$ cat src/hdl/oce_pkg.sv
// ----------------------------------------------------------------------------
// oce_pkg
// Shared types, constants and decode for the ones' complement execute unit.
// ----------------------------------------------------------------------------
package oce_pkg;

    localparam int WORD_W     = 16;
    localparam int PC_W       = 10;
    localparam int NUM_REGS   = 8;
    localparam int REG_AW     = 3;
    // program depth, a power of two of at most 2**PC_W
    localparam int PROG_DEPTH = 1024;

    localparam int IQ_DEPTH = 4;
    localparam int IQ_AW    = 2;
    localparam int OQ_DEPTH = 2;
    localparam int OQ_AW    = 1;

    // opcode bit positions in the instruction word
    localparam int BIT_A = 12;
    localparam int BIT_B = 11;
    localparam int BIT_C = 10;
    localparam int BIT_D = 9;

    typedef enum logic [3:0] {
        OP_SHR,
        OP_SHL,
        OP_ADD,
        OP_PRINT,
        OP_JUMP,
        OP_BGE,
        OP_BGT,
        OP_BLE,
        OP_BLT,
        OP_NOT,
        OP_OR,
        OP_AND,
        OP_MOV,
        OP_MOVI
    } op_t;

    typedef struct packed {
        op_t                     op;
        logic                    wr;
        logic [REG_AW-1:0]       ra;
        logic [REG_AW-1:0]       rb;
        logic [REG_AW-1:0]       rd;
        logic [WORD_W-1:0]       follow;
    } dec_t;

    typedef struct packed {
        logic [PC_W-1:0]   next_pc;
        logic              print_valid;
        logic [WORD_W-1:0] print_value;
        logic              overflow;
    } res_t;

    function automatic op_t decode_op(input logic [WORD_W-1:0] iw);
        logic a;
        logic b;
        logic c;
        logic d;
        op_t  op;
        a = iw[BIT_A];
        b = iw[BIT_B];
        c = iw[BIT_C];
        d = iw[BIT_D];
        if (a && b && c && d)  op = OP_SHR;
        else if (a && b && c)  op = OP_SHL;
        else if (a && c && d)  op = OP_ADD;
        else if (a && c)       op = OP_PRINT;
        else if (a && d)       op = OP_JUMP;
        else if (a)            op = OP_BGE;
        else if (b && c && d)  op = OP_BGT;
        else if (b && c)       op = OP_BLE;
        else if (b && d)       op = OP_BLT;
        else if (b)            op = OP_NOT;
        else if (c && d)       op = OP_OR;
        else if (c)            op = OP_AND;
        else if (d)            op = OP_MOV;
        else                   op = OP_MOVI;
        return op;
    endfunction

    // keep a target inside the program space, then to the pc width
    function automatic logic [PC_W-1:0] wrap_pc(input logic [WORD_W:0] addr);
        logic [WORD_W:0] masked;
        masked = addr & (WORD_W+1)'(PROG_DEPTH - 1);
        return masked[PC_W-1:0];
    endfunction

endpackage

$ cat src/hdl/oce_ram.sv
// ----------------------------------------------------------------------------
// oce_ram
// Generic single write port, single read port RAM with registered read.
// ----------------------------------------------------------------------------
module oce_ram #(
    parameter int WIDTH = 16,
    parameter int DEPTH = 8
) (
    input  logic                     clk,
    input  logic                     we,
    input  logic [$clog2(DEPTH)-1:0] waddr,
    input  logic [WIDTH-1:0]         wdata,
    input  logic                     re,
    input  logic [$clog2(DEPTH)-1:0] raddr,
    output logic [WIDTH-1:0]         rdata
);

    logic [WIDTH-1:0] mem_reg [DEPTH];
    logic [WIDTH-1:0] rdata_reg;

    always_ff @(posedge clk)
    begin
        if (we)
        begin
            mem_reg[waddr] <= wdata;
        end
        if (re)
        begin
            rdata_reg <= mem_reg[raddr];
        end
    end

    assign rdata = rdata_reg;

endmodule

$ cat src/hdl/oce_front.sv
// ----------------------------------------------------------------------------
// oce_front
// Accepts instruction items, decodes them and holds them in a short queue.
// ----------------------------------------------------------------------------
module oce_front
    import oce_pkg::*;
(
    input  logic              clk,
    input  logic              rst_n,
    input  logic              push,
    output logic              full,
    input  logic [WORD_W-1:0] instr_word,
    input  logic [WORD_W-1:0] follow_word,
    output logic              iq_valid,
    output dec_t              iq_head,
    input  logic              iq_pop
);

    dec_t             iq_mem_reg [IQ_DEPTH];
    logic [IQ_AW-1:0] wr_ptr_reg;
    logic [IQ_AW-1:0] wr_ptr_next;
    logic [IQ_AW-1:0] rd_ptr_reg;
    logic [IQ_AW-1:0] rd_ptr_next;
    logic [IQ_AW:0]   count_reg;
    logic [IQ_AW:0]   count_next;
    logic             do_push;
    logic             do_pop;
    dec_t             dec;

    always_comb
    begin
        dec.op     = decode_op(instr_word);
        dec.ra     = instr_word[5:3];
        dec.rb     = instr_word[2:0];
        dec.follow = follow_word;
        dec.rd     = instr_word[2:0];
        dec.wr     = 1'b0;
        unique case (dec.op)
            OP_SHR, OP_SHL, OP_MOVI:
            begin
                dec.rd = instr_word[2:0];
                dec.wr = 1'b1;
            end
            OP_ADD, OP_OR, OP_AND:
            begin
                dec.rd = instr_word[8:6];
                dec.wr = 1'b1;
            end
            OP_NOT, OP_MOV:
            begin
                dec.rd = instr_word[5:3];
                dec.wr = 1'b1;
            end
            default:
            begin
                dec.wr = 1'b0;
            end
        endcase
    end

    assign full     = (count_reg == (IQ_AW+1)'(IQ_DEPTH));
    assign iq_valid = (count_reg != '0);
    assign iq_head  = iq_mem_reg[rd_ptr_reg];
    assign do_push  = push && !full;
    assign do_pop   = iq_pop && iq_valid;

    always_comb
    begin
        wr_ptr_next = do_push ? wr_ptr_reg + 1'b1 : wr_ptr_reg;
        rd_ptr_next = do_pop ? rd_ptr_reg + 1'b1 : rd_ptr_reg;
        count_next  = count_reg + (IQ_AW+1)'(do_push) - (IQ_AW+1)'(do_pop);
    end

    always_ff @(posedge clk or negedge rst_n)
    begin
        if (!rst_n)
        begin
            wr_ptr_reg <= '0;
            rd_ptr_reg <= '0;
            count_reg  <= '0;
        end
        else
        begin
            wr_ptr_reg <= wr_ptr_next;
            rd_ptr_reg <= rd_ptr_next;
            count_reg  <= count_next;
        end
    end

    always_ff @(posedge clk)
    begin
        if (do_push)
        begin
            iq_mem_reg[wr_ptr_reg] <= dec;
        end
    end

endmodule

$ cat src/hdl/oce_back.sv
// ----------------------------------------------------------------------------
// oce_back
// Reads operands, executes decoded items, updates registers and pc, and
// queues the result items.
// ----------------------------------------------------------------------------
module oce_back
    import oce_pkg::*;
(
    input  logic clk,
    input  logic rst_n,
    input  logic iq_valid,
    input  dec_t iq_head,
    output logic iq_pop,
    output logic empty,
    input  logic pop,
    output res_t out_head
);

    // execute stage
    logic              b_valid_reg;
    dec_t              b_item_reg;
    logic              fwd_x_reg;
    logic              fwd_y_reg;
    logic [WORD_W-1:0] fwd_val_reg;
    logic              vld_x_reg;
    logic              vld_y_reg;
    logic              b_done;

    logic [NUM_REGS-1:0] reg_valid_reg;
    logic [PC_W-1:0]     pc_reg;

    logic [WORD_W-1:0] ram_x;
    logic [WORD_W-1:0] ram_y;
    logic [WORD_W-1:0] x;
    logic [WORD_W-1:0] y;

    logic              wr_en;
    logic [WORD_W-1:0] wr_val;
    res_t              res;
    logic [WORD_W:0]   sum;
    logic [WORD_W-1:0] add_res;
    logic              add_ovf;
    logic              take;
    logic              is_branch;
    logic [WORD_W:0]   seq_pc;

    // result queue
    res_t             oq_mem_reg [OQ_DEPTH];
    logic [OQ_AW-1:0] oq_wr_ptr_reg;
    logic [OQ_AW-1:0] oq_rd_ptr_reg;
    logic [OQ_AW:0]   oq_count_reg;
    logic             oq_full;
    logic             oq_pop;

    assign oq_full = (oq_count_reg == (OQ_AW+1)'(OQ_DEPTH));
    assign b_done  = b_valid_reg && !oq_full;
    assign iq_pop  = iq_valid && (!b_valid_reg || b_done);
    assign wr_en   = b_done && b_item_reg.wr;

    oce_ram #(.WIDTH(WORD_W), .DEPTH(NUM_REGS)) u_ram_x (
        .clk   (clk),
        .we    (wr_en),
        .waddr (b_item_reg.rd),
        .wdata (wr_val),
        .re    (iq_pop),
        .raddr (iq_head.ra),
        .rdata (ram_x)
    );

    oce_ram #(.WIDTH(WORD_W), .DEPTH(NUM_REGS)) u_ram_y (
        .clk   (clk),
        .we    (wr_en),
        .waddr (b_item_reg.rd),
        .wdata (wr_val),
        .re    (iq_pop),
        .raddr (iq_head.rb),
        .rdata (ram_y)
    );

    // never-written registers read as zero
    always_comb
    begin
        x = fwd_x_reg ? fwd_val_reg : (vld_x_reg ? ram_x : '0);
        y = fwd_y_reg ? fwd_val_reg : (vld_y_reg ? ram_y : '0);
    end

    always_comb
    begin
        // end-around carry added back once
        sum     = {1'b0, x} + {1'b0, y};
        add_res = sum[WORD_W-1:0] + WORD_W'(sum[WORD_W]);
        add_ovf = (x[WORD_W-1] == y[WORD_W-1]) && (add_res[WORD_W-1] != x[WORD_W-1]);
        seq_pc  = (WORD_W+1)'(pc_reg) + (WORD_W+1)'(1);
        wr_val    = '0;
        take      = 1'b0;
        is_branch = 1'b0;
        res.print_valid = 1'b0;
        res.print_value = '0;
        res.overflow    = 1'b0;
        unique case (b_item_reg.op)
            OP_SHR:
            begin
                wr_val = {y[15], y[15], y[14:1]};
            end
            OP_SHL:
            begin
                wr_val = {y[15], y[13:0], y[15]};
            end
            OP_ADD:
            begin
                wr_val       = add_ovf ? '0 : add_res;
                res.overflow = add_ovf;
            end
            OP_PRINT:
            begin
                res.print_valid = 1'b1;
                res.print_value = y;
            end
            OP_JUMP:
            begin
                is_branch = 1'b1;
                take      = 1'b1;
            end
            OP_BGE:
            begin
                is_branch = 1'b1;
                take      = $signed(x) >= $signed(y);
            end
            OP_BGT:
            begin
                is_branch = 1'b1;
                take      = $signed(x) > $signed(y);
            end
            OP_BLE:
            begin
                is_branch = 1'b1;
                take      = $signed(x) <= $signed(y);
            end
            OP_BLT:
            begin
                is_branch = 1'b1;
                take      = $signed(x) < $signed(y);
            end
            OP_NOT:
            begin
                wr_val = ~y;
            end
            OP_OR:
            begin
                wr_val = x | y;
            end
            OP_AND:
            begin
                wr_val = x & y;
            end
            OP_MOV:
            begin
                wr_val = y;
            end
            OP_MOVI:
            begin
                wr_val = b_item_reg.follow;
                seq_pc = (WORD_W+1)'(pc_reg) + (WORD_W+1)'(2);
            end
            default:
            begin
                wr_val = '0;
            end
        endcase
        if (take)
        begin
            res.next_pc = wrap_pc({1'b0, b_item_reg.follow});
        end
        else if (is_branch)
        begin
            res.next_pc = wrap_pc((WORD_W+1)'(pc_reg) + (WORD_W+1)'(2));
        end
        else
        begin
            res.next_pc = wrap_pc(seq_pc);
        end
    end

    always_ff @(posedge clk or negedge rst_n)
    begin
        if (!rst_n)
        begin
            b_valid_reg   <= 1'b0;
            reg_valid_reg <= '0;
            pc_reg        <= '0;
        end
        else
        begin
            if (iq_pop)
            begin
                b_valid_reg <= 1'b1;
            end
            else if (b_done)
            begin
                b_valid_reg <= 1'b0;
            end
            if (wr_en)
            begin
                reg_valid_reg[b_item_reg.rd] <= 1'b1;
            end
            if (b_done)
            begin
                pc_reg <= res.next_pc;
            end
        end
    end

    // operand capture, with bypass of a write landing in the same cycle
    always_ff @(posedge clk)
    begin
        if (iq_pop)
        begin
            b_item_reg  <= iq_head;
            fwd_val_reg <= wr_val;
            fwd_x_reg   <= wr_en && (b_item_reg.rd == iq_head.ra);
            fwd_y_reg   <= wr_en && (b_item_reg.rd == iq_head.rb);
            vld_x_reg   <= reg_valid_reg[iq_head.ra];
            vld_y_reg   <= reg_valid_reg[iq_head.rb];
        end
    end

    assign empty    = (oq_count_reg == '0);
    assign out_head = oq_mem_reg[oq_rd_ptr_reg];
    assign oq_pop   = pop && !empty;

    always_ff @(posedge clk or negedge rst_n)
    begin
        if (!rst_n)
        begin
            oq_wr_ptr_reg <= '0;
            oq_rd_ptr_reg <= '0;
            oq_count_reg  <= '0;
        end
        else
        begin
            if (b_done)
            begin
                oq_wr_ptr_reg <= oq_wr_ptr_reg + 1'b1;
            end
            if (oq_pop)
            begin
                oq_rd_ptr_reg <= oq_rd_ptr_reg + 1'b1;
            end
            oq_count_reg <= oq_count_reg + (OQ_AW+1)'(b_done) - (OQ_AW+1)'(oq_pop);
        end
    end

    always_ff @(posedge clk)
    begin
        if (b_done)
        begin
            oq_mem_reg[oq_wr_ptr_reg] <= res;
        end
    end

`ifndef SYNTHESIS
    a_oq_bound: assert property (@(posedge clk) disable iff (!rst_n)
        oq_count_reg <= (OQ_AW+1)'(OQ_DEPTH))
        else $error("result queue count beyond depth");

    a_stall_holds: assert property (@(posedge clk) disable iff (!rst_n)
        (b_valid_reg && !b_done) |=> (b_valid_reg && $stable(b_item_reg)))
        else $error("execute stage lost its item while stalled");

    a_write_marks: assert property (@(posedge clk) disable iff (!rst_n)
        wr_en |=> reg_valid_reg[$past(b_item_reg.rd)])
        else $error("written register not marked valid");

    a_pc_moves: assert property (@(posedge clk) disable iff (!rst_n)
        b_done |=> (pc_reg == $past(res.next_pc)))
        else $error("pc not updated by finished item");
`endif

endmodule

$ cat src/hdl/ones_complement_cpu_execute_unit.sv
// ----------------------------------------------------------------------------
// ones_complement_cpu_execute_unit
// Executes one instruction of a ones' complement register machine per item.
//
// channel   direction  handshake        payload
// input     in         push / full      instr_word, follow_word
// result    out        empty / pop      next_pc, print_valid, print_value,
//                                       overflow
//
// one item per cycle sustained while results are popped and neither queue fills;
// an item passes the input queue, the operand read from the registered-read
// register file and execute into the result queue before its result is on the ports
// reset clears the registers, pc and both queues; no clearing pass
// input and result sides stall independently through the two queues
// ----------------------------------------------------------------------------
module ones_complement_cpu_execute_unit
    import oce_pkg::*;
(
    input  logic              clk,
    input  logic              rst_n,
    input  logic              push,
    output logic              full,
    input  logic [WORD_W-1:0] instr_word,
    input  logic [WORD_W-1:0] follow_word,
    output logic              empty,
    input  logic              pop,
    output logic [PC_W-1:0]   next_pc,
    output logic              print_valid,
    output logic [WORD_W-1:0] print_value,
    output logic              overflow
);

    logic iq_valid;
    dec_t iq_head;
    logic iq_pop;
    res_t out_head;

    oce_front u_front (
        .clk         (clk),
        .rst_n       (rst_n),
        .push        (push),
        .full        (full),
        .instr_word  (instr_word),
        .follow_word (follow_word),
        .iq_valid    (iq_valid),
        .iq_head     (iq_head),
        .iq_pop      (iq_pop)
    );

    oce_back u_back (
        .clk      (clk),
        .rst_n    (rst_n),
        .iq_valid (iq_valid),
        .iq_head  (iq_head),
        .iq_pop   (iq_pop),
        .empty    (empty),
        .pop      (pop),
        .out_head (out_head)
    );

    assign next_pc     = out_head.next_pc;
    assign print_valid = out_head.print_valid;
    assign print_value = out_head.print_value;
    assign overflow    = out_head.overflow;

endmodule
$ cat config.mk
export PLATFORM = sky130hd
export DESIGN_NAME = ones_complement_cpu_execute_unit
export DESIGN_NICKNAME = d
export VERILOG_FILES = /design/src/hdl/oce_pkg.sv /design/src/hdl/oce_ram.sv /design/src/hdl/oce_front.sv /design/src/hdl/oce_back.sv /design/src/hdl/ones_complement_cpu_execute_unit.sv
export SDC_FILE = /design/constraint.sdc
export NUM_CORES = 1
export LEC_CHECK = 0
export BUFFER_PORTS_ARGS = -buffer_cell sky130_fd_sc_hd__buf_2
export CAP_MARGIN = 25
export CORE_MARGIN = 5
export CORE_UTILIZATION = 50
export DETAILED_ROUTE_END_ITERATION = 8
export GPL_ROUTABILITY_DRIVEN = 0
export PLACE_DENSITY = 0.73
export SLEW_MARGIN = 20
export SYNTH_ARGS = -nofsm -noshare
export SYNTH_HDL_FRONTEND = slang
export SYNTH_SLANG_ARGS = --single-unit
export TNS_END_PERCENT = 100
$ cat constraint.sdc
create_clock -name clk -period 10 [get_ports clk]
set_clock_uncertainty 0.1 [all_clocks]
set_input_delay 2 -clock clk [delete_from_list [all_inputs] [get_ports clk]]
set_output_delay 2 -clock clk [all_outputs]
set_load 0.005 [all_outputs]
=== Yosys cells after proc, flatten, opt, wreduce, memory -nomap -nowiden ===
Memories as Yosys holds them, arrays and structs flattened. A register that Yosys moved wholly into a read port is not among the register bits.
Index checks and enable logic that the tools add are counted.

* Register bits: 74
* RAM bits: 432
* Input port bits: 36
* Memories: 4

{| class="wikitable"
|+ Memories
! name !! depth !! width !! rd ports !! clocked after Yosys merged registers in !! write ports !! line !! source
|-
| u_back.u_ram_x.mem_reg || 8 || 16 || 1 || 1 || 1 || oce_ram.sv:18 || <nowiki>logic [WIDTH-1:0] mem_reg [DEPTH];</nowiki>
|-
| u_back.u_ram_y.mem_reg || 8 || 16 || 1 || 1 || 1 || oce_ram.sv:18 ||
|-
| u_front.iq_mem_reg || 4 || 30 || 1 || 0 || 1 || oce_front.sv:19 || <nowiki>dec_t iq_mem_reg [IQ_DEPTH];</nowiki>
|-
| u_back.oq_mem_reg || 2 || 28 || 1 || 0 || 1 || oce_back.sv:48 || <nowiki>res_t oq_mem_reg [OQ_DEPTH];</nowiki>
|}

* Add/subtract/negate cells: 12
* Magnitude comparators: 8
* Equality and inequality tests: 26
* Muxes and demuxes: 42
* Bitwise logic cells: 4
* Reduce and logical (&&, ||, !) cells: 34

{| class="wikitable"
|+ Operators with widths
! operator !! number
|-
| 16-bit case mux with 8 select lines || 1
|-
| 16-bit 2-to-1 mux || 5
|-
| 4-bit 2-to-1 mux || 12
|-
| 4-bit equality test, second input constant || 11
|-
| 10-bit 2-to-1 mux || 3
|-
| 1-bit logical AND || 20
|-
| 16-bit by 16-bit adder with 17-bit output || 1
|-
| 17-bit 2-to-1 mux || 1
|-
| 16-bit by 1-bit adder with 16-bit output || 1
|-
| 16-bit AND || 1
|-
| 4-bit by 3-bit equality test with 1-bit output, second input constant || 4
|-
| 16-bit greater-or-equal comparator || 1
|-
| 16-bit > comparator || 1
|-
| 16-bit <= comparator || 1
|-
| 16-bit < comparator || 1
|-
| 16-bit inverter || 1
|-
| 16-bit OR || 1
|-
| 1-bit 2-to-1 mux || 15
|-
| 4-bit by 2-bit equality test with 1-bit output, second input constant || 3
|-
| 3-bit by 4-bit < comparator with 1-bit output, second input constant || 3
|-
| 10-bit by 1-bit adder with 10-bit output, second input constant || 1
|-
| 10-bit by 2-bit adder with 10-bit output, second input constant || 1
|-
| 4-bit by 1-bit equality test with 1-bit output, second input constant || 2
|-
| 4-bit zero test || 2
|-
| 26 further kinds || 33
|}

=== Depth between registers and ports, before layout ===
Gate-level depths: netlist (run 1).

* Depth in word-level cells: 16
* Mapped depth: 22
* Gate-level depth less buffers: 20

=== Hierarchy ===
Synthesis (run 1) repeated with hierarchy kept, for this count alone.

* Cells, all modules: 1437
* Area, all modules: 24128.1 um^2

{| class="wikitable"
|+ By module, submodules not included
! module !! times used !! cells an instance !! area each (um^2) !! sequential area each (um^2)
|-
| oce_ram || 2 || 214 || 5454.0 || 4324.1
|-
| oce_back || 1 || 787 || 8296.7 || 3578.4
|-
| oce_front || 1 || 222 || 4923.5 || 3778.6
|}

=== Worst setup path before layout (run 1) ===
OpenSTA, ideal clock, no wires.

* Kind: reg-to-reg
* Start point: register u_back.vld_y_reg
* End point: register u_back.fwd_val_reg[2] (data pin)
* Data arrival time: 4.792 ns
* Path slack: 4.832 ns
* Stages on the path, launching flop included: 22
* Buffers on the path: 1
* Clock period less this slack: 5.168 ns
* Cells stage by stage: edfxtp_1 nor2b_1 clkbuf_1 a22oi_1 inv_1 ha_1 fa_1 a211o_1 a311oi_4 a211oi_1 nor3_1 nor3_1 nor2_1 o21bai_1 ha_1 and3_1 nand3_1 nor3_2 and4b_2 mux2i_1 nand3_4 o21ai_0

* Cells in the longest elaborated chain, start to end: 8
* Elaborated cells between the ends (all ways): 12
* Those cells by class: add/sub: 2; eq/ne: 2; mux: 4; bitwise: 3; reduce/logical: 1

{| class="wikitable"
|+ Ends and longest elaborated chain
! element !! line !! source
|-
| from (decl) || oce_back.sv:26 || <nowiki>logic vld_y_reg;</nowiki>
|-
| from (signal assigned) || oce_back.sv:223 || <nowiki>vld_y_reg <= reg_valid_reg[iq_head.rb];</nowiki>
|-
| 16-bit 2-to-1 mux (*) (2 in a row) || oce_back.sv:84 || <nowiki>y = fwd_y_reg ? fwd_val_reg : (vld_y_reg ? ram_y : '0);</nowiki>
|-
| 16-bit by 16-bit adder with 17-bit output || oce_back.sv:90 || <nowiki>sum = {1'b0, x} + {1'b0, y};</nowiki>
|-
| 16-bit by 1-bit adder with 16-bit output || oce_back.sv:91 || <nowiki>add_res = sum[WORD_W-1:0] + WORD_W'(sum[WORD_W]);</nowiki>
|-
| 1-bit != test || oce_back.sv:92 || <nowiki>add_ovf = (x[WORD_W-1] == y[WORD_W-1]) && (add_res[WORD_W-1] != x[WORD_W-1]);</nowiki>
|-
| 1-bit logical AND || oce_back.sv:92 ||
|-
| 16-bit 2-to-1 mux || oce_back.sv:111 || <nowiki>wr_val = add_ovf ? '0 : add_res;</nowiki>
|-
| 16-bit case mux with 8 select lines (*) || oce_back.sv:100 || <nowiki>unique case (b_item_reg.op)</nowiki>
|-
| named net u_back.u_ram_x.wdata[2] || oce_ram.sv:12 || <nowiki>input logic [WIDTH-1:0] wdata,</nowiki>
|-
| to (signal assigned) || oce_back.sv:219 || <nowiki>fwd_val_reg <= wr_val;</nowiki>
|-
| to (decl) || oce_back.sv:24 || <nowiki>logic [WORD_W-1:0] fwd_val_reg;</nowiki>
|}

The timed path passes the listed nets; every way through them passes the cells marked *.
A chain may end at the register's enable or synchronous reset.

=== Final worst setup path (run 1) ===
* Start point: register u_back.fwd_y_reg
* End point: memory u_back.u_ram_y.mem_reg[3][4] (data pin)

* Cells in the longest elaborated chain, start to end: 7
* Elaborated cells between the ends (all ways): 11
* Those cells by class: add/sub: 2; eq/ne: 2; mux: 3; bitwise: 3; reduce/logical: 1

{| class="wikitable"
|+ Ends and longest elaborated chain
! element !! line !! source
|-
| from (decl) || oce_back.sv:23 || <nowiki>logic fwd_y_reg;</nowiki>
|-
| from (signal assigned) || oce_back.sv:221 || <nowiki>fwd_y_reg <= wr_en && (b_item_reg.rd == iq_head.rb);</nowiki>
|-
| 16-bit 2-to-1 mux (*) || oce_back.sv:84 ||
|-
| 16-bit by 16-bit adder with 17-bit output || oce_back.sv:90 ||
|-
| 16-bit by 1-bit adder with 16-bit output || oce_back.sv:91 ||
|-
| 1-bit != test || oce_back.sv:92 ||
|-
| 1-bit logical AND || oce_back.sv:92 ||
|-
| 16-bit 2-to-1 mux || oce_back.sv:111 ||
|-
| 16-bit case mux with 8 select lines (*) || oce_back.sv:100 ||
|-
| named net u_back.u_ram_x.wdata[4] || oce_ram.sv:12 ||
|-
| to (decl) || oce_ram.sv:18 ||
|}

Marks and branches as above.

==> impl_metrics.py, run 1 <==
metrics = {
    "critical_path": {
        "start_kind": "flop",
        "crit_path_top_delay_cell": "o21ai_0",
        "crit_path_cell_trace": "nor2b_1, buf_4, a22oi_1, ha_1, nor2b_1, a311oi_4, a211oi_1, nor3_1, nor3_1, nor2_1, o21bai_1, ha_1, and3_1, nand3_1, nor3_2, and4b_2, mux2i_1, nand3_4, o21ai_0",
        "crit-reg2reg-launch": "u_back.fwd_y_reg$_DFFE_PP_",
        "max_stage_delay_ps": 930,
        "end_kind": "flop",
        "worstPathRequired_ps": 10090,
        "critPathMaxFanout": 22,
        "critical_path_arrival_ps": 7500,
        "startpoint": "u_back.fwd_y_reg$_DFFE_PP_",
        "critPathKind": "flop to flop",
    },
    "cts": {
        "cts.sinks": 410,
        "cts_tree": "built",
        "cts_buffers": 41,
        "post_cts_resized": 0,
        "postCtsSetupRepairBufs": 0,
        "cts_root_buffer": "clkbuf_16",
        "cts_buffer_depth": 3,
        "holdBufCountCts": 0,
        "htree_levels": 2,
        "path_clk_slew_ps": 60,
        "clock_latency_ps": 550,
    },
    "floorplan": {
        "initial_core_util_pct": 50.8,
        "rows": 72,
        "die_h_um": 209,
        "fp.dieArea_um2": 43500,
        "coreArea_um2": 38800,
        "io_pins": 66,
        "die_x_um": 209,
    },
    "final_layout": {
        "multi_input_area_um2": 7110,
        "drive_above_1_share_pct": 25.8,
        "final-instance-count-excl-fill": 1895,
        "largest_register_ffs": 128,
        "num_antenna_cells": 0,
        "seq_area_um2": 12200,
        "area_growth_pct": 11.6,
        "fillers": 2935,
        "nets": 1447,
    },
    "synth": {
        "synth-seq-cells": 410,
        "synth-simple-area-share_pct": 6.52,
        "ys_seq_area_share_pct": 61.7,
        "async_flop_share_pct": 7.32,
        "synth_cells": 1282,
        "avgSynthCellArea_um2": 15.4,
        "yosysTopAreaCellShare_pct": 57.8,
        "synth_nets": 1382,
        "synth_top_family_by_area": "multiplexers",
        "synth_xor_area_share_pct": 2.04,
        "yosysTopAreaCell": "edfxtp_1",
        "synthTopCellsByArea": "edfxtp_1 (58%), mux4_2 (11%), ha_1 (3.9%), dfrtp_1 (3.8%), mux2_2 (3.6%)",
        "synth_edf_count": 380,
        "synth_flop_cell": "edfxtp_1",
        "synth.distinct_cells": 76,
        "netlist_area_um2": 19700,
        "yosys.area_share.adder_pct": 4.14,
        "synth_most_common_cell": "edfxtp_1",
        "synthMuxAreaShare_pct": 15.2,
        "ys_warn_count": 0,
        "netlist_top_cells_count": "edfxtp_1 (380), mux4_2 (98), mux2_2 (63)",
        "synth_compound_area_share_pct": 7.94,
    },
    "global_routing": {
        "grt_use_total_pct": 19.7,
        "antenna_found_initial": 0,
        "grt_pass1_wl_mm": 67.8,
        "grt_max_degree": 79,
        "first_global_vias": 11900,
        "grt_overflow_total": 0,
    },
    "sta": {
        "hold_viol": 0,
        "final.setup.tns_ps": 0,
        "period_minus_slack_ps": 7410,
        "max_slew_margin_pct": 27.6,
        "tightestPinTransition_ps": 1080,
        "maxSlewViolCount": 0,
        "fmaxAchievable_ghz": 0.135,
        "setup_viol_count_final": 0,
        "rsz0062_at_grt": "no",
        "post-route-period-util_pct": 74.1,
    },
    "routing": {
        "firstDrtPassIters": 5,
        "ant_nets": 0,
        "via_count": 11500,
        "wirelength_mm": 43.0,
        "routedWlPerCell_um": 22.7,
        "drc": 0,
        "viasPerCell": 6.07,
        "initialDrtViolationCount": 1032,
    },
    "worst_hold_path": {
        "worstHoldStart": "u_back.reg_valid_reg[7]$_DFFE_PN0P_",
        "hold_class": "flop to flop",
    },
    "placement": {
        "dpl.cell_count": 1819,
        "io_buffer_count": 62,
        "dp_hpwl_mm": 27.1,
    },
    "job": {
        "maxCapViolations": 0,
    },
    "run_status": {
        "outcome": "finished clean",
    },
}
==> cell usage in the layout (no fill, tap or decap), types with 32 or more instances in the layout <==
cell type	count
a21oi_1	43
buf_2	63
clkbuf_16	42
edfxtp_1	380
ha_1	62
inv_1	58
mux2_2	63
mux4_2	98
nand2_1	62
nor2_1	58
xnor2_1	32
==> final timing paths <==
kind,end,slack [ps],cells after the start
max,u_back.u_ram_y.mem_reg[3][4]$_DFFE_PP_,2590,19
min,u_back.reg_valid_reg[7]$_DFFE_PN0P_,400,1
max reg2reg,u_back.u_ram_y.mem_reg[3][4]$_DFFE_PP_,2590,19
min reg2reg,u_back.reg_valid_reg[7]$_DFFE_PN0P_,400,1
max in group asynchronous,u_front.rd_ptr_reg[0]$_DFFE_PN0P_,7800,1
min in group asynchronous,u_back.oq_rd_ptr_reg$_DFFE_PN0P_,1430,1
==> layer usage <==
metal	up-vias	track usage (%)	wire, um	part of all wire [%]
li1	5163	-	-	-
met4	0	5.15	1070	2.5
met5	-	0	0	0
met2	417	32.5	21300	50
met1	5836	27.5	17800	41
met3	84	3.67	2830	6.6
==> cell families (layout without fill, tap and decap cells) <==
kind of cell	Yosys count	after routing
and+or+nand+nor	247	247
buffers and inverters	124	219
AOI/OAI and AO/OA	223	223
muxes	168	168
xor gates and xnor gates	46	46
adders and majority gates	64	64
DFF	410	410
==> through the flow <==
step                      setup slack (ps)  utilization [%]  cell area (um2)  hold slack, ps
final                                 2590             56.7            22000             397
after global routing                  2200             56.7            22000             410
after CTS                             2700             56.5            22000             397
after detailed placement              2750             53.1            20600             382
after global placement                3000             53.1            20600             363
after floorplan                       4830                -            19700             352
==> layout make-up <==
class                      count  share of cell area, %
clock buffer                  54                   5.03
sequential                   410                   55.3
multi-input combinational    748                   32.3
inverter                      58                  0.989
tap                          518                   2.94
clock inverter                19                   1.06
timing repair buffer          88                   2.43
==> worst max-delay path: cells and delay by family (launching register included) <==
kind | cells | cell delay, ps
AND/OR/NAND/NOR | 10 | 2380
AO/OA/AOI/OAI | 5 | 2400
buffers and inverters | 1 | 250
flip-flops | 1 | 900
multiplexers | 1 | 300
adder cells (fa/ha/maj) | 2 | 680
Power of run 1 is left out: the tool's default activity adds up to more than one toggle a clock period on the data nets, which glitch-free logic cannot reach.
==> inputs of run 2 (changes only) <==
--- a/config.mk
+++ b/config.mk
@@ -5,6 +5,7 @@
 export SDC_FILE = /design/constraint.sdc
 export NUM_CORES = 1
 export LEC_CHECK = 0
+export ABC_AREA = 1
 export BUFFER_PORTS_ARGS = -buffer_cell sky130_fd_sc_hd__buf_2
 export CAP_MARGIN = 25
 export CORE_MARGIN = 5
==> constraint.sdc (replaced) <==
create_clock -name clk -period 7.11 [get_ports clk]
set_clock_uncertainty 0.1 [all_clocks]
set_input_delay 1.422 -clock clk [delete_from_list [all_inputs] [get_ports clk]]
set_output_delay 1.422 -clock clk [all_outputs]
set_load 0.005 [all_outputs]
==> impl_metrics.py, run 2 <==
metrics = {
    "synth": {
        "synth_xor_area_share_pct": 0.860,
        "synth_compound_area_share_pct": 14.3,
        "async_flop_share_pct": 7.32,
        "synth-seq-cells": 410,
        "synth.distinct_cells": 47,
        "synth_edf_count": 380,
        "avgSynthCellArea_um2": 9.85,
        "synth_nets": 2170,
        "synth_most_common_cell": "nand2_1",
        "ys_warn_count": 0,
        "synth-simple-area-share_pct": 15.0,
        "netlist_top_cells_count": "nand2_1 (404), edfxtp_1 (380), inv_1 (219)",
        "yosysTopAreaCellShare_pct": 56.0,
        "netlist_area_um2": 20400,
        "synth_flop_cell": "edfxtp_1",
        "ys_seq_area_share_pct": 59.7,
        "synth_top_family_by_area": "simple AND/OR/NAND/NOR gates",
        "synthMuxAreaShare_pct": 0.0491,
        "yosys.area_share.adder_pct": 4.00,
        "synthTopCellsByArea": "edfxtp_1 (56%), nand2_1 (7.4%), o21ai_0 (5.2%), a21oi_1 (4.1%), inv_1 (4.0%)",
        "synth_cells": 2070,
        "yosysTopAreaCell": "edfxtp_1",
    },
    "cts": {
        "cts_root_buffer": "clkbuf_16",
        "path_clk_slew_ps": 60,
        "htree_levels": 2,
        "cts_buffer_depth": 3,
        "holdBufCountCts": 0,
        "cts_buffers": 41,
        "clock_latency_ps": 540,
        "post_cts_resized": 0,
        "cts_tree": "built",
        "postCtsSetupRepairBufs": 0,
        "cts.sinks": 410,
    },
    "global_routing": {
        "grt_max_degree": 138,
        "globalRouteMet2Util_pct": 35.5,
        "grt-busiest-layer": "met2",
        "antenna_found_initial": 0,
        "grt_use_total_pct": 21.3,
        "use_met3_pct": 3.17,
        "grt_overflow_total": 0,
        "grt_pass1_wl_mm": 76.3,
        "first_global_vias": 14400,
        "use_met1_pct": 28.6,
    },
    "sta": {
        "hold_viol": 0,
        "holdWs_ps": 379,
        "post-route-period-util_pct": 80.5,
        "period_minus_slack_ps": 5720,
        "fmaxAchievable_ghz": 0.175,
        "max_slew_margin_pct": 27.4,
        "final.setup.tns_ps": 0,
        "tightestPinTransition_ps": 1060,
        "maxSlewViolCount": 0,
        "setup_viol_count_final": 0,
        "rsz0062_at_grt": "no",
    },
    "floorplan": {
        "io_pins": 66,
        "fp.dieArea_um2": 44900,
        "rows": 74,
        "initial_core_util_pct": 50.3,
        "coreArea_um2": 40600,
        "die_x_um": 212,
        "die_h_um": 212,
    },
    "critical_path": {
        "critPathKind": "flop to flop",
        "critPathMaxFanout": 21,
        "critical_path_arrival_ps": 5820,
        "end_kind": "flop",
        "cp_common_cell": "nand2_1",
        "max_stage_delay_ps": 680,
        "crit_path_top_delay_cell": "edfxtp_1",
        "worstPathRequired_ps": 7210,
        "start_kind": "flop",
    },
    "routing": {
        "firstDrtPassIters": 6,
        "routedWlPerCell_um": 18.3,
        "wirelength_mm": 49.0,
        "via_count": 15200,
        "drc": 0,
        "initialDrtViolationCount": 1798,
        "ant_nets": 0,
        "viasPerCell": 5.70,
    },
    "final_layout": {
        "num_antenna_cells": 0,
        "area_growth_pct": 10.6,
        "layout_common_cells": "nand2_1 (402), edfxtp_1 (380), inv_1 (218), o21ai_0 (212), nor2_1 (175)",
        "largest_register_ffs": 128,
        "drive_above_1_share_pct": 10.4,
        "nets": 2210,
        "final_common_cell": "nand2_1",
    },
    "run_status": {
        "outcome": "finished clean",
    },
    "job": {
        "maxCapViolations": 0,
    },
    "placement": {
        "dp_hpwl_mm": 31.7,
        "io_buffer_count": 62,
    },
    "worst_hold_path": {
        "hold_class": "flop to flop",
    },
}
## run 2: cell types whose count changed after synthesis, moves of 28 or more
| cell | change |
|---|---|
| a21oi_1 | +124 |
| a31oi_1 | +32 |
| clkbuf_1 | +36 |
| inv_1 | +161 |
| mux2_2 | -63 |
| mux4_2 | -98 |
| nand2_1 | +342 |
| nand2_2 | +29 |
| nand3_1 | +48 |
| nor2_1 | +122 |
| o21ai_0 | +181 |
| xnor2_1 | -28 |
## run 2: layout make-up
cell class                 count  area [um2]
clock buffer                  62        1210
multi-input combinational   1335        7000
inverter                     231         867
timing repair buffer          91         536
fill                        3348       18000
tap                          532         666
sequential                   410       12200
clock inverter                13        93.8
## run 2: through the flow
step / instances / setup slack (ps) / util (%) / cell area (um2)
after global placement: 2599 / 1590 / 52.3 / 21200
after floorplan: 2070 / 2860 / - / 20400
final: 2674 / 1390 / 55.6 / 22500
after detailed placement: 2599 / 1480 / 52.3 / 21200
after CTS: 2674 / 1480 / 55.5 / 22500
after global routing: 2674 / 884 / 55.6 / 22500
## run 2: cells by family after synthesis
kind of cell               Yosys count
AOI/OAI and AO/OA                  523
xor gates and xnor gates            20
adders and majority gates           64
buffers and inverters              325
DFF                                410
muxes                                1
and+or+nand+nor                    727
## run 2: worst paths after layout
kind                                                          start                                      to  slack [ps]  depth (start not counted)
worst max-delay path                     u_back.fwd_y_reg$_DFFE_PP_  u_back.u_ram_y.mem_reg[6][1]$_DFFE_PP_        1390                         31
worst min-delay path            u_back.reg_valid_reg[0]$_DFFE_PN0P_     u_back.reg_valid_reg[0]$_DFFE_PN0P_         380                          2
worst max register to register           u_back.fwd_y_reg$_DFFE_PP_  u_back.u_ram_y.mem_reg[6][1]$_DFFE_PP_        1390                         31
worst min register to register  u_back.reg_valid_reg[0]$_DFFE_PN0P_     u_back.reg_valid_reg[0]$_DFFE_PN0P_         380                          2
max in group asynchronous                                     rst_n            u_back.pc_reg[9]$_DFFE_PN0P_        5480                          1
min in group asynchronous                                     rst_n     u_back.reg_valid_reg[7]$_DFFE_PN0P_         880                          1
## run 2: critical path, delay by kind of cell, from the launching register on
| family | cells | cell delay [ps] |
|---|---|---|
| buffers and inverters | 3 | 790 |
| AOI/OAI and AO/OA | 3 | 610 |
| and+or+nand+nor | 22 | 2430 |
| adders and majority gates | 3 | 730 |
| DFF | 1 | 680 |
## run 2: layer usage
metal | vias to the layer above | share of wire (%) | wire [um]
met2 | 672 | 48 | 23400
met1 | 7212 | 41 | 20000
met4 | 0 | 3.6 | 1740
met3 | 113 | 7.8 | 3840
li1 | 7236 | - | -
met5 | - | 0 | 0
Power of run 2 is left out for the same reason.
==> inputs of run 3 (changes only) <==
==> constraint.sdc (replaced) <==
create_clock -name clk -period 5.76 [get_ports clk]
set_clock_uncertainty 0.1 [all_clocks]
set_input_delay 1.152 -clock clk [delete_from_list [all_inputs] [get_ports clk]]
set_output_delay 1.152 -clock clk [all_outputs]
set_load 0.005 [all_outputs]
==> impl_metrics.py, run 3 (synthesis results as in run 2) <==
metrics = {
    "critical_path": {
        "start_kind": "flop",
        "critPathBufInv": 3,
        "cp_common_cell": "nand2_1",
        "end_kind": "flop",
        "worstPathRequired_ps": 5840,
        "critical-path-top-delay-family": "simple AND/OR/NAND/NOR gates",
        "critPathKind": "flop to flop",
        "max_stage_delay_ps": 440,
        "critical_path_arrival_ps": 5350,
        "regToRegSetupSlack_ps": 490,
        "critPathMaxFanout": 18,
        "crit_path_top_delay_cell": "inv_1",
    },
    "floorplan": {
        "io_pins": 66,
        "initial_core_util_pct": 50.3,
        "die_x_um": 212,
        "die_h_um": 212,
        "fp.dieArea_um2": 44900,
        "rows": 74,
        "coreArea_um2": 40600,
    },
    "cts": {
        "path_clk_slew_ps": 60,
        "cts_tree": "built",
        "cts_buffers": 42,
        "cts_root_buffer": "clkbuf_16",
        "post_cts_resized": 0,
        "postCtsSetupRepairBufs": 0,
        "htree_levels": 2,
        "cts_buffer_depth": 3,
        "cts.sinks": 410,
        "holdBufCountCts": 0,
        "clock_latency_ps": 540,
    },
    "placement": {
        "io_buffer_count": 62,
        "dp_hpwl_mm": 32.2,
        "placed_cell_area_um2": 21300,
    },
    "global_routing": {
        "grt_max_degree": 78,
        "grt_overflow_total": 0,
        "first_global_vias": 14700,
        "grt_use_total_pct": 21.2,
        "grt_pass1_wl_mm": 76.1,
        "antenna_found_initial": 0,
    },
    "sta": {
        "max_slew_margin_pct": 25.0,
        "fmaxAchievable_ghz": 0.190,
        "post-route-period-util_pct": 91.5,
        "period_minus_slack_ps": 5270,
        "tightestPinTransition_ps": 1100,
        "maxSlewViolCount": 0,
        "hold_viol": 0,
        "setup_viol_count_final": 0,
        "rsz0062_at_grt": "no",
        "final.setup.tns_ps": 0,
    },
    "routing": {
        "firstDrtPassIters": 6,
        "viasPerCell": 5.71,
        "initialDrtViolationCount": 1685,
        "routedWlPerCell_um": 18.3,
        "wirelength_mm": 49.1,
        "via_count": 15300,
        "drc": 0,
        "ant_nets": 0,
    },
    "final_layout": {
        "fillers": 3364,
        "drive_above_1_share_pct": 10.6,
        "num_antenna_cells": 0,
        "largest_register_ffs": 128,
        "area_growth_pct": 11.4,
        "nets": 2218,
        "design_area_um2": 22700,
        "post-route-util_pct": 56.0,
        "final_common_cell": "nand2_1",
        "layout_common_cells": "nand2_1 (402), edfxtp_1 (380), inv_1 (218), o21ai_0 (212), nor2_1 (175)",
    },
    "worst_hold_path": {
        "hold_class": "flop to flop",
    },
    "job": {
        "maxCapViolations": 0,
    },
    "run_status": {
        "outcome": "finished clean",
    },
}
-- run 3: per-stage QoR --
step,hold WS (ps),worst slack (ps),instances
2_1_floorplan,339,1510,2070
3_3_place_gp,363,724,2603
3_5_place_dp,373,576,2606
4_1_cts,386,571,2682
5_1_grt,395,68.7,2682
6_report,382,490,2682
-- run 3: worst paths after layout --
path,from,to,cells past startpoint
worst max-delay path,u_back.fwd_y_reg$_DFFE_PP_,u_back.u_ram_y.mem_reg[3][11]$_DFFE_PP_,31
worst min-delay path,u_back.reg_valid_reg[6]$_DFFE_PN0P_,u_back.reg_valid_reg[6]$_DFFE_PN0P_,2
worst max register to register,u_back.fwd_y_reg$_DFFE_PP_,u_back.u_ram_y.mem_reg[3][11]$_DFFE_PP_,31
worst min register to register,u_back.reg_valid_reg[6]$_DFFE_PN0P_,u_back.reg_valid_reg[6]$_DFFE_PN0P_,2
max in group asynchronous,rst_n,u_front.rd_ptr_reg[0]$_DFFE_PN0P_,1
min in group asynchronous,rst_n,u_back.reg_valid_reg[5]$_DFFE_PN0P_,1
-- run 3: worst reg2reg max path, delay by kind of cell, from the launching register on --
family,cells,cell delay [ps]
simple gates,22,2400
fa+ha+maj,3,730
buf+inv,3,680
flops,1,380
compound gates,3,610
-- run 3: metal layers --
metal / vias up / track usage, % / part of all wire, %
met5: - / 0 / 0
met4: 0 / 8.69 / 3.7
met3: 118 / 3.30 / 7.4
met2: 642 / 35.9 / 48
met1: 7312 / 27.5 / 41
li1: 7254 / - / -
-- run 3: layout make-up --
type / count / area [um2] / area share (%)
Clock buffer: 55 / 1160 / 5.13
Clock inverter: 21 / 230 / 1.01
Inverter: 231 / 867 / 3.82
Multi-Input combinational cell: 1335 / 7000 / 30.8
Sequential cell: 410 / 12200 / 53.6
Tap cell: 532 / 666 / 2.93
Timing Repair Buffer: 98 / 606 / 2.67
Power of run 3 is left out for the same reason.
